`src/rtl/attempt_statistics_mean_stddev_minmax_defines.svh`:
```
// Assertion macros shared by the RTL.
`ifndef ATTEMPT_STATISTICS_MEAN_STDDEV_MINMAX_DEFINES_SVH
`define ATTEMPT_STATISTICS_MEAN_STDDEV_MINMAX_DEFINES_SVH

`ifndef SYNTHESIS

// Property that must hold at every edge outside reset.
`define ASSERT_ALWAYS(lbl, clk, rstn, prop) \
    lbl: assert property (@(posedge clk) disable iff (!rstn) (prop)) \
        else $error("invariant violated");

// Consequent must hold in the cycle after the antecedent.
`define ASSERT_NEXT(lbl, clk, rstn, ante, cons) \
    lbl: assert property (@(posedge clk) disable iff (!rstn) (ante) |=> (cons)) \
        else $error("sequence violated");

`else

`define ASSERT_ALWAYS(lbl, clk, rstn, prop)
`define ASSERT_NEXT(lbl, clk, rstn, ante, cons)

`endif

`endif

```
`src/rtl/attstat_pkg.sv`:
```
`timescale 1ns / 1ps

package attstat_pkg;

    localparam int MAX_SESSIONS = 1024;
    localparam int FRAC_BITS    = 8;

    localparam int ATT_W   = 16;
    localparam int CNT_W   = 11;
    localparam int SUM_W   = 26;
    localparam int SQ_W    = 42;
    localparam int OUT_W   = 24;

    // n * sumsq and the variance numerator
    localparam int DIFF_W  = CNT_W + SQ_W;
    localparam int SUMSQ_W = 2 * SUM_W;
    // divider: widest dividend is the variance numerator with its fraction bits
    localparam int DVD_W   = DIFF_W + 2 * FRAC_BITS;
    localparam int DVS_W   = 2 * CNT_W - 1;
    localparam int REM_W   = DVS_W + 1;
    localparam int STEP_W  = $clog2(DVD_W);
    // square root of the scaled variance
    localparam int ROOT_W  = OUT_W;
    localparam int RAD_W   = 2 * ROOT_W;
    localparam int SQR_W   = ROOT_W + 3;

endpackage

```
`src/rtl/attempt_statistics_mean_stddev_minmax.sv`:
```
`timescale 1ns / 1ps
`include "attempt_statistics_mean_stddev_minmax_defines.svh"

// Channel   Handshake               Payload
// in        in_valid / in_ready     attempts, low_guesses, high_guesses, last
// out       out_valid / out_ready   session_total, mean_q8, deviation_q8, fewest,
//                                   most, low_avg_q8, high_avg_q8, overflow
//
// A session that is not last is accumulated as it is accepted; items may follow back to back.
// The last item starts the finish sequence: the multiply and difference states, four passes
// of the shared restoring divider (a load, then the bit steps), the square-root steps and
// a load of the result into the output register.
// in_ready is low during that sequence; a result waiting on out_ready stalls only the
// next finish, not accumulation. Asynchronous active-low reset clears every counter.

module attempt_statistics_mean_stddev_minmax (
    input  logic                            clk,
    input  logic                            rst_n,
    input  logic                            in_valid,
    output logic                            in_ready,
    input  logic [attstat_pkg::ATT_W-1:0]   attempts,
    input  logic [attstat_pkg::ATT_W-1:0]   low_guesses,
    input  logic [attstat_pkg::ATT_W-1:0]   high_guesses,
    input  logic                            last,
    output logic                            out_valid,
    input  logic                            out_ready,
    output logic [attstat_pkg::CNT_W-1:0]   session_total,
    output logic [attstat_pkg::OUT_W-1:0]   mean_q8,
    output logic [attstat_pkg::OUT_W-1:0]   deviation_q8,
    output logic [attstat_pkg::ATT_W-1:0]   fewest,
    output logic [attstat_pkg::ATT_W-1:0]   most,
    output logic [attstat_pkg::OUT_W-1:0]   low_avg_q8,
    output logic [attstat_pkg::OUT_W-1:0]   high_avg_q8,
    output logic                            overflow
);
    import attstat_pkg::*;

    typedef enum logic [2:0] {
        ST_ACC,
        ST_MUL,
        ST_DIFF,
        ST_DIV_LOAD,
        ST_DIV_RUN,
        ST_SQRT,
        ST_DONE
    } state_t;

    typedef enum logic [1:0] {
        OP_MEAN,
        OP_LOW,
        OP_HIGH,
        OP_VAR
    } op_t;

    state_t                 state_reg;
    op_t                    op_reg;

    logic [CNT_W-1:0]       count_seen_reg;
    logic [SUM_W-1:0]       attempt_sum_reg;
    logic [SQ_W-1:0]        square_sum_reg;
    logic [ATT_W-1:0]       min_seen_reg;
    logic [ATT_W-1:0]       max_seen_reg;
    logic [SUM_W-1:0]       low_sum_reg;
    logic [SUM_W-1:0]       high_sum_reg;
    logic                   dropped_reg;

    logic [DIFF_W-1:0]      prod_reg;
    logic [DVS_W-1:0]       n2_reg;
    logic [DIFF_W-1:0]      diff_reg;

    logic [DVD_W-1:0]       dvd_reg;
    logic [REM_W-1:0]       rem_reg;
    logic [DVS_W-1:0]       dvs_reg;
    logic [STEP_W-1:0]      step_reg;

    logic [OUT_W-1:0]       mean_reg;
    logic [OUT_W-1:0]       low_avg_reg;
    logic [OUT_W-1:0]       high_avg_reg;

    logic [RAD_W-1:0]       rad_reg;
    logic [SQR_W-1:0]       sq_rem_reg;
    logic [ROOT_W-1:0]      root_reg;

    logic                   out_valid_reg;
    logic [CNT_W-1:0]       session_total_reg;
    logic [OUT_W-1:0]       mean_out_reg;
    logic [OUT_W-1:0]       deviation_reg;
    logic [ATT_W-1:0]       fewest_reg;
    logic [ATT_W-1:0]       most_reg;
    logic [OUT_W-1:0]       low_out_reg;
    logic [OUT_W-1:0]       high_out_reg;
    logic                   overflow_reg;

    logic                   accept;
    logic                   has_room;
    logic                   out_free;
    logic [2*ATT_W-1:0]     sq_term;
    logic [DIFF_W-1:0]      nsq_prod;
    logic [SUMSQ_W-1:0]     sum_sq;
    logic [DVS_W-1:0]       n2_prod;

    logic [REM_W-1:0]       rem_shift;
    logic                   div_take;
    logic [REM_W-1:0]       rem_next;
    logic [DVD_W-1:0]       dvd_next;

    logic [SQR_W-1:0]       sq_shift;
    logic [SQR_W-1:0]       sq_trial;
    logic                   sq_take;
    logic [SQR_W-1:0]       sq_rem_next;
    logic [ROOT_W-1:0]      root_next;

    assign accept   = in_valid && in_ready;
    assign has_room = (count_seen_reg != CNT_W'(MAX_SESSIONS));
    assign out_free = !out_valid_reg || out_ready;

    assign sq_term  = attempts * attempts;
    assign nsq_prod = count_seen_reg * square_sum_reg;
    assign sum_sq   = attempt_sum_reg * attempt_sum_reg;
    assign n2_prod  = count_seen_reg * count_seen_reg;

    // restoring divider, one quotient bit a cycle
    assign rem_shift = {rem_reg[REM_W-2:0], dvd_reg[DVD_W-1]};
    assign div_take  = (rem_shift >= {1'b0, dvs_reg});
    assign rem_next  = div_take ? (rem_shift - {1'b0, dvs_reg}) : rem_shift;
    assign dvd_next  = {dvd_reg[DVD_W-2:0], div_take};

    // digit-by-digit square root, one root bit a cycle
    assign sq_shift    = {sq_rem_reg[SQR_W-3:0], rad_reg[RAD_W-1:RAD_W-2]};
    assign sq_trial    = {1'b0, root_reg, 2'b01};
    assign sq_take     = (sq_shift >= sq_trial);
    assign sq_rem_next = sq_take ? (sq_shift - sq_trial) : sq_shift;
    assign root_next   = {root_reg[ROOT_W-2:0], sq_take};

    assign in_ready = (state_reg == ST_ACC);

    always_ff @(posedge clk or negedge rst_n)
    begin
        if (!rst_n)
        begin
            state_reg         <= ST_ACC;
            op_reg            <= OP_MEAN;
            count_seen_reg    <= '0;
            attempt_sum_reg   <= '0;
            square_sum_reg    <= '0;
            min_seen_reg      <= '0;
            max_seen_reg      <= '0;
            low_sum_reg       <= '0;
            high_sum_reg      <= '0;
            dropped_reg       <= 1'b0;
            step_reg          <= '0;
            out_valid_reg     <= 1'b0;
        end
        else
        begin
            // the finish state owns the valid flag while it waits to load
            if (out_valid_reg && out_ready && (state_reg != ST_DONE))
            begin
                out_valid_reg <= 1'b0;
            end

            case (state_reg)
                ST_ACC:
                begin
                    if (accept)
                    begin
                        if (has_room)
                        begin
                            if (count_seen_reg == '0)
                            begin
                                min_seen_reg <= attempts;
                                max_seen_reg <= attempts;
                            end
                            else
                            begin
                                if (attempts < min_seen_reg)
                                begin
                                    min_seen_reg <= attempts;
                                end
                                if (attempts > max_seen_reg)
                                begin
                                    max_seen_reg <= attempts;
                                end
                            end
                            count_seen_reg  <= count_seen_reg + 1'b1;
                            attempt_sum_reg <= attempt_sum_reg + SUM_W'(attempts);
                            square_sum_reg  <= square_sum_reg + SQ_W'(sq_term);
                            low_sum_reg     <= low_sum_reg + SUM_W'(low_guesses);
                            high_sum_reg    <= high_sum_reg + SUM_W'(high_guesses);
                        end
                        else
                        begin
                            dropped_reg <= 1'b1;
                        end
                        if (last)
                        begin
                            state_reg <= ST_MUL;
                        end
                    end
                end

                ST_MUL:
                begin
                    prod_reg  <= nsq_prod;
                    n2_reg    <= n2_prod;
                    state_reg <= ST_DIFF;
                end

                ST_DIFF:
                begin
                    // exact: n*sumsq never falls below sum^2
                    diff_reg  <= prod_reg - DIFF_W'(sum_sq);
                    op_reg    <= OP_MEAN;
                    state_reg <= ST_DIV_LOAD;
                end

                ST_DIV_LOAD:
                begin
                    rem_reg  <= '0;
                    step_reg <= STEP_W'(DVD_W - 1);
                    case (op_reg)
                        OP_MEAN:
                        begin
                            dvd_reg <= DVD_W'(attempt_sum_reg) << FRAC_BITS;
                            dvs_reg <= DVS_W'(count_seen_reg);
                        end
                        OP_LOW:
                        begin
                            dvd_reg <= DVD_W'(low_sum_reg) << FRAC_BITS;
                            dvs_reg <= DVS_W'(count_seen_reg);
                        end
                        OP_HIGH:
                        begin
                            dvd_reg <= DVD_W'(high_sum_reg) << FRAC_BITS;
                            dvs_reg <= DVS_W'(count_seen_reg);
                        end
                        default:
                        begin
                            dvd_reg <= DVD_W'(diff_reg) << (2 * FRAC_BITS);
                            dvs_reg <= n2_reg;
                        end
                    endcase
                    state_reg <= ST_DIV_RUN;
                end

                ST_DIV_RUN:
                begin
                    rem_reg <= rem_next;
                    dvd_reg <= dvd_next;
                    if (step_reg == '0)
                    begin
                        case (op_reg)
                            OP_MEAN:
                            begin
                                mean_reg  <= dvd_next[OUT_W-1:0];
                                op_reg    <= OP_LOW;
                                state_reg <= ST_DIV_LOAD;
                            end
                            OP_LOW:
                            begin
                                low_avg_reg <= dvd_next[OUT_W-1:0];
                                op_reg      <= OP_HIGH;
                                state_reg   <= ST_DIV_LOAD;
                            end
                            OP_HIGH:
                            begin
                                high_avg_reg <= dvd_next[OUT_W-1:0];
                                op_reg       <= OP_VAR;
                                state_reg    <= ST_DIV_LOAD;
                            end
                            default:
                            begin
                                // scaled variance stays below 2^RAD_W
                                rad_reg    <= dvd_next[RAD_W-1:0];
                                sq_rem_reg <= '0;
                                root_reg   <= '0;
                                step_reg   <= STEP_W'(ROOT_W - 1);
                                state_reg  <= ST_SQRT;
                            end
                        endcase
                    end
                    else
                    begin
                        step_reg <= step_reg - 1'b1;
                    end
                end

                ST_SQRT:
                begin
                    rad_reg    <= rad_reg << 2;
                    sq_rem_reg <= sq_rem_next;
                    root_reg   <= root_next;
                    step_reg   <= step_reg - 1'b1;
                    if (step_reg == '0)
                    begin
                        state_reg <= ST_DONE;
                    end
                end

                ST_DONE:
                begin
                    // hold until the output register is free, then clear for the next history
                    if (out_free)
                    begin
                        out_valid_reg     <= 1'b1;
                        session_total_reg <= count_seen_reg;
                        mean_out_reg      <= mean_reg;
                        deviation_reg     <= root_reg;
                        fewest_reg        <= min_seen_reg;
                        most_reg          <= max_seen_reg;
                        low_out_reg       <= low_avg_reg;
                        high_out_reg      <= high_avg_reg;
                        overflow_reg      <= dropped_reg;
                        count_seen_reg    <= '0;
                        attempt_sum_reg   <= '0;
                        square_sum_reg    <= '0;
                        min_seen_reg      <= '0;
                        max_seen_reg      <= '0;
                        low_sum_reg       <= '0;
                        high_sum_reg      <= '0;
                        dropped_reg       <= 1'b0;
                        state_reg         <= ST_ACC;
                    end
                end

                default:
                begin
                    state_reg <= ST_ACC;
                end
            endcase
        end
    end

    assign out_valid     = out_valid_reg;
    assign session_total = session_total_reg;
    assign mean_q8       = mean_out_reg;
    assign deviation_q8  = deviation_reg;
    assign fewest        = fewest_reg;
    assign most          = most_reg;
    assign low_avg_q8    = low_out_reg;
    assign high_avg_q8   = high_out_reg;
    assign overflow      = overflow_reg;

    `ASSERT_ALWAYS(a_count_bound, clk, rst_n, count_seen_reg <= CNT_W'(MAX_SESSIONS))
    `ASSERT_ALWAYS(a_min_le_max, clk, rst_n, (count_seen_reg == '0) || (min_seen_reg <= max_seen_reg))
    `ASSERT_NEXT(a_last_starts, clk, rst_n, in_valid && in_ready && last, state_reg == ST_MUL)
    `ASSERT_NEXT(a_done_loads, clk, rst_n, (state_reg == ST_DONE) && out_free, out_valid && in_ready && (count_seen_reg == '0))

endmodule
```
`config.mk`:
```
export PLATFORM = sky130hd
export DESIGN_NAME = attempt_statistics_mean_stddev_minmax
export DESIGN_NICKNAME = d
export VERILOG_FILES = /design/src/rtl/attstat_pkg.sv /design/src/rtl/attempt_statistics_mean_stddev_minmax.sv
export VERILOG_INCLUDE_DIRS = /design/src /design/src/rtl
export SDC_FILE = /design/constraint.sdc
export NUM_CORES = 2
export LEC_CHECK = 0
export BUFFER_PORTS_ARGS = -buffer_cell sky130_fd_sc_hd__buf_2
export CAP_MARGIN = 20
export CORE_UTILIZATION = 50
export DETAILED_ROUTE_END_ITERATION = 10
export PLACE_DENSITY_LB_ADDON = 0.08
export SYNTH_ARGS = -nofsm -noshare
export SYNTH_HDL_FRONTEND = slang
export SYNTH_SLANG_ARGS = --single-unit
```
`constraint.sdc`:
```
create_clock -name clk -period 10.4 [get_ports clk]
set_input_delay 0.52 -clock clk [delete_from_list [all_inputs] [get_ports clk]]
set_output_delay 0.52 -clock clk [all_outputs]
set_load 0.1 [all_outputs]
```
Word-level counts from Yosys, hierarchy flattened:

Cells that the tools add are included.

* add/subtract/negate cells: 9
* $mul: 4
* order comparisons: 4
* equality and inequality tests: 22
* muxes and demuxes: 64
* reduce and logical (&&, ||, !) cells: 31

Operator list (count)
* one-hot mux 69 bit (3 select lines): 1
* two-way mux 26 bit: 7
* one-hot mux 26 bit (2 select lines): 3
* two-way mux 16 bit: 9
* one-hot mux 69 bit (2 select lines): 1
* two-way mux 42 bit: 3
* two-way mux 48 bit: 2
* one-hot mux 48 bit (2 select lines): 1
* one-hot mux 42 bit (2 select lines): 1
* adder 26 x 16 -> 26 bit: 3
* two-way mux 25 bit: 3
* one-hot mux 16 bit (2 select lines): 2
* multiplier 11 x 42 -> 53 bit: 1
* subtractor 53 x 52 -> 53 bit: 1
* multiplier 26 x 26 -> 52 bit: 1
* one-hot mux 25 bit (2 select lines): 1
* two-way mux 24 bit: 2
* one-hot mux 24 bit (2 select lines): 1
* two-way mux 11 bit: 4
* adder 42 x 32 -> 42 bit: 1
* one-hot mux 21 bit (2 select lines): 1
* multiplier 16 x 16 -> 32 bit: 1
* greater-or-equal comparator 27 x 26 -> 1 bit: 1
* subtractor 25 bit: 1
* other kinds (43): 82

* bits in registers: 724
* input port bits: 53
* output and inout port bits: 142
* logic and storage cells: 167

Logic depth before layout (Yosys ltp):

* depth in word-level cells: 6
* gate-level depth with buffers: 29
* mapped depth without buffers: 27

Worst setup path after synthesis:

OpenSTA, ideal clock, no wires.

* path kind: reg-to-reg
* start: register attempt_sum_reg[22]
* end: register diff_reg[52], data pin
* library setup time: 0.264 ns
* arrival time: 6.974 ns
* path slack: 3.162 ns
* cell stages (with the launch flop): 26
* cell sequence: dfrtp_1 clkbuf_1 buf_1 nand2_1 fa_1 fa_1 fa_1 inv_1 fa_1 inv_1 fa_1 fa_1 inv_1 fa_1 inv_1 ha_1 clkbuf_1 a21o_1 a21o_1 o21bai_1 a221oi_2 a31oi_2 a41o_1 a221o_2 mux2i_1 nor2_1

* longest elaborated chain between the ends: 2

Ends and longest elaborated chain
* start: declaration: RTL line attempt_statistics_mean_stddev_minmax.sv:59 `logic [SUM_W-1:0] attempt_sum_reg;`
* start signal: assignment: RTL line attempt_statistics_mean_stddev_minmax.sv:186 `attempt_sum_reg <= attempt_sum_reg + SUM_W'(attempts);`
* multiplier 26 x 26 -> 52 bit: RTL line attempt_statistics_mean_stddev_minmax.sv:119 `assign sum_sq = attempt_sum_reg * attempt_sum_reg;`
* subtractor 53 x 52 -> 53 bit: RTL line attempt_statistics_mean_stddev_minmax.sv:212 `diff_reg <= prod_reg - DIFF_W'(sum_sq);`
* end signal: assignment: RTL line attempt_statistics_mean_stddev_minmax.sv:212
* end: declaration: RTL line attempt_statistics_mean_stddev_minmax.sv:69 `logic [DIFF_W-1:0] diff_reg;`

No other way between the ends.
A chain may end at the register's enable or synchronous reset.

Worst setup path after layout:

* start: register attempt_sum_reg[3]
* end: register diff_reg[52], data pin

The elaborated chain is that of the path after synthesis.

==> results.sh <==
export IMPL_min_to="dropped_reg"
export IMPL_largest_register_ffs=69
export IMPL_required_ps=10830
export IMPL_status="finished, final reports clean"
export IMPL_worstMarginPinSlew_ps=1050
export IMPL_grt_overflow=0
export IMPL_total_power_mw=10.1
export IMPL_endpoint_kind="register"
export IMPL_dp_hpwl_um=159000
export IMPL_synth_common_cells="inv_1, fa_1, nand2_1"
export IMPL_synth_top_area_cell="fa_1"
export IMPL_dieArea_um2=158000
export IMPL_worstHoldStart="in_valid"
export IMPL_grt_max_degree=112
export IMPL_ios=195
export IMPL_reg2reg_to="diff_reg[52]"
export IMPL_drt_initial_drc_count=3115
export IMPL_synth_ff_type="edfxtp_1"
export IMPL_setup_viol=0
export IMPL_dpl_cell_area_um2=81100
export IMPL_detail_route_wirelength_um=203000
export IMPL_cts_root_buf="clkbuf_16"
export IMPL_io_buffers=194
export IMPL_max_freq_ghz=0.122
export IMPL_grt_pass1_vias=55600
export IMPL_cts_setup_buffers=0
export IMPL_start_util=0.505
export IMPL_clkSlewWorstSetupHoldPaths_ps=70
export IMPL_vias_per_cell=5.38
export IMPL_synth_area_top_cells="fa_1, edfxtp_1, ha_1, inv_1, dfrtp_1"
export IMPL_cts_tree="yes"
export IMPL_drive_gt1_frac=0.0662
export IMPL_max_cap_viol_count=0
export IMPL_synth_edf_count=546
export IMPL_synth_most_common_cell="inv_1"
export IMPL_p_per_area_nw_per_um2=120
export IMPL_die_h_um=397
export IMPL_hp_class="in2reg"
export IMPL_yosysWarnings=0
export IMPL_r2r_cells=26
export IMPL_insertion_delay_ps=750
export IMPL_ys_seq_elements=723
export IMPL_grt_use_total=0.262
export IMPL_critPathArrivalTime_ps=8640
export IMPL_numCtsBuffers=86
export IMPL_startpoint_type="register"
export IMPL_worst_clock_skew_ps=66.2
export IMPL_firstDrtPassIters=6
export IMPL_drv_slew=0
export IMPL_coreArea_um2=155000
export IMPL_hold_path_depth=2
export IMPL_clk_path_buf_depth=3
export IMPL_fin_tns_setup_ps=0
export IMPL_leakagePower_nw=38.5
export IMPL_layout_setup_ws_ps=2190
export IMPL_ant_nets=0
export IMPL_peakVddDrop_mv=0.276
export IMPL_htreeDepth=3
export IMPL_design_area_um2=84200
export IMPL_antenna_found_initial=7
export IMPL_yosysUniqueCellTypes=93
export IMPL_wl_per_cell_um=20.4
export IMPL_r2r_start="attempt_sum_reg[3]"
export IMPL_syn_area_per_cell_um2=10.1
export IMPL_syn_inst=7771
export IMPL_synthToLayoutAreaGrowth_pct=7.79
export IMPL_drc=0
export IMPL_hold_viol_final=0
export IMPL_rows=144
export IMPL_min_period_over_period=0.789
export IMPL_dp_slack_ps=2240
export IMPL_r2r_slack_ps=2190
export IMPL_die_w_um=397
export IMPL_path_class="reg2reg"
export IMPL_rsz0062_at_grt="false"
export IMPL_route_vias_total=53400
export IMPL_layout_min_cycle_time_ps=8210
export IMPL_final_nets=9652
export IMPL_crit_fanout=14
export IMPL_place_gp_congestion=0.916
export IMPL_ys_seq_area_frac=0.267
export IMPL_grt_first_pass_wirelength_um=318000
export IMPL_clock_sinks=723
export IMPL_syn_num_nets=9615
export IMPL_syn_area_um2=78100
export IMPL_ys_async_sr_fraction=0.245
export IMPL_fillCellCount=13900
export IMPL_max_slew_margin=0.297
export IMPL_synth_top_cell_area_share=0.306
-- repair_timing --
item	in CTS	in global routing
gates resized for setup	0	0
hold endpoints to repair	17	0
hold buffers	1	0
-- how the worst max path moves through the flow --
stage | from | end | slack (ps) | cells past startpoint
after floorplan | attempt_sum_reg[22] | diff_reg[52] | 3160 | 25
after global routing | attempt_sum_reg[3] | diff_reg[52] | 1920 | 26
final | attempt_sum_reg[3] | diff_reg[52] | 2190 | 26
after CTS | attempt_sum_reg[3] | diff_reg[52] | 2210 | 26
after global placement | attempt_sum_reg[4] | diff_reg[51] | 2310 | 27
after detailed placement | attempt_sum_reg[3] | diff_reg[52] | 2240 | 26
-- where the power goes --
group	internal (mW)	total (mW)	switching [mW]
Clock	1.86	3.23	1.36
Sequential	3.10	3.11	0.00879
Combinational	1.59	3.76	2.18
-- cell families after synthesis --
group	after synthesis	share of synthesized area
xor gates and xnor gates	274	0.0307
buffers and inverters	1871	0.0901
and+or+nand+nor	2083	0.122
DFF	723	0.267
adders and majority gates	1791	0.402
muxes	70	0.00964
AOI/OAI and AO/OA	959	0.0795
-- placed cells by master, fill, tap and decap left out, types with 42 or more instances in the layout --
master,instances
a21o_1,133
edfxtp_1,546
nor3_1,48
nor2_1,306
mux2_2,42
buf_4,74
nand3_1,82
clkbuf_16,86
dfrtp_1,169
fa_1,1192
xor2_1,94
buf_2,193
inv_1,1544
xnor2_1,180
nand4_1,47
a21oi_1,258
nand2_1,1072
and2_1,307
o21ai_0,237
ha_1,598
nor2b_1,47
-- stage by stage --
step | util | instances | hold WS (ps)
after detailed placement | 0.525 | 9761 | 405
after global placement | 0.525 | 9761 | 402
after global routing | 0.545 | 9926 | 94.8
final | 0.545 | 9928 | 92.9
after CTS | 0.544 | 9924 | 42.9
after floorplan | - | 7771 | 224
-- routing by layer --
layer  GRT usage  share of wire
met1       0.352           0.43
met2       0.440           0.49
met3      0.0295          0.052
met4      0.0927          0.037
met5           0              0
-- worst max-delay path: stages (launching register included) --
cell	delay [ps]
dfrtp_1	580
buf_4	320
inv_1	240
nor2_1	110
fa_1	570
inv_1	70
fa_1	520
inv_1	50
fa_1	490
fa_1	520
inv_1	50
fa_1	510
fa_1	490
inv_1	50
fa_1	470
inv_1	40
ha_1	330
a21oi_1	460
o21bai_1	150
a21oi_1	200
o21bai_1	160
a221oi_2	350
a31oi_2	240
a41o_1	350
a221o_2	400
mux2i_1	150
nor2_1	60
-- final cells by class --
class	instances	area, um2	area share
timing repair buffer	272	1610	0.0192
antenna	2	5.00	0.0000595
clock inverter	55	739	0.00878
tap	2044	2560	0.0304
multi-input combinational	5177	50300	0.598
clock buffer	107	2280	0.0271
inverter	1548	5810	0.0690
sequential	723	20800	0.247
No activity file was read; power rests on OpenSTA's default activity.
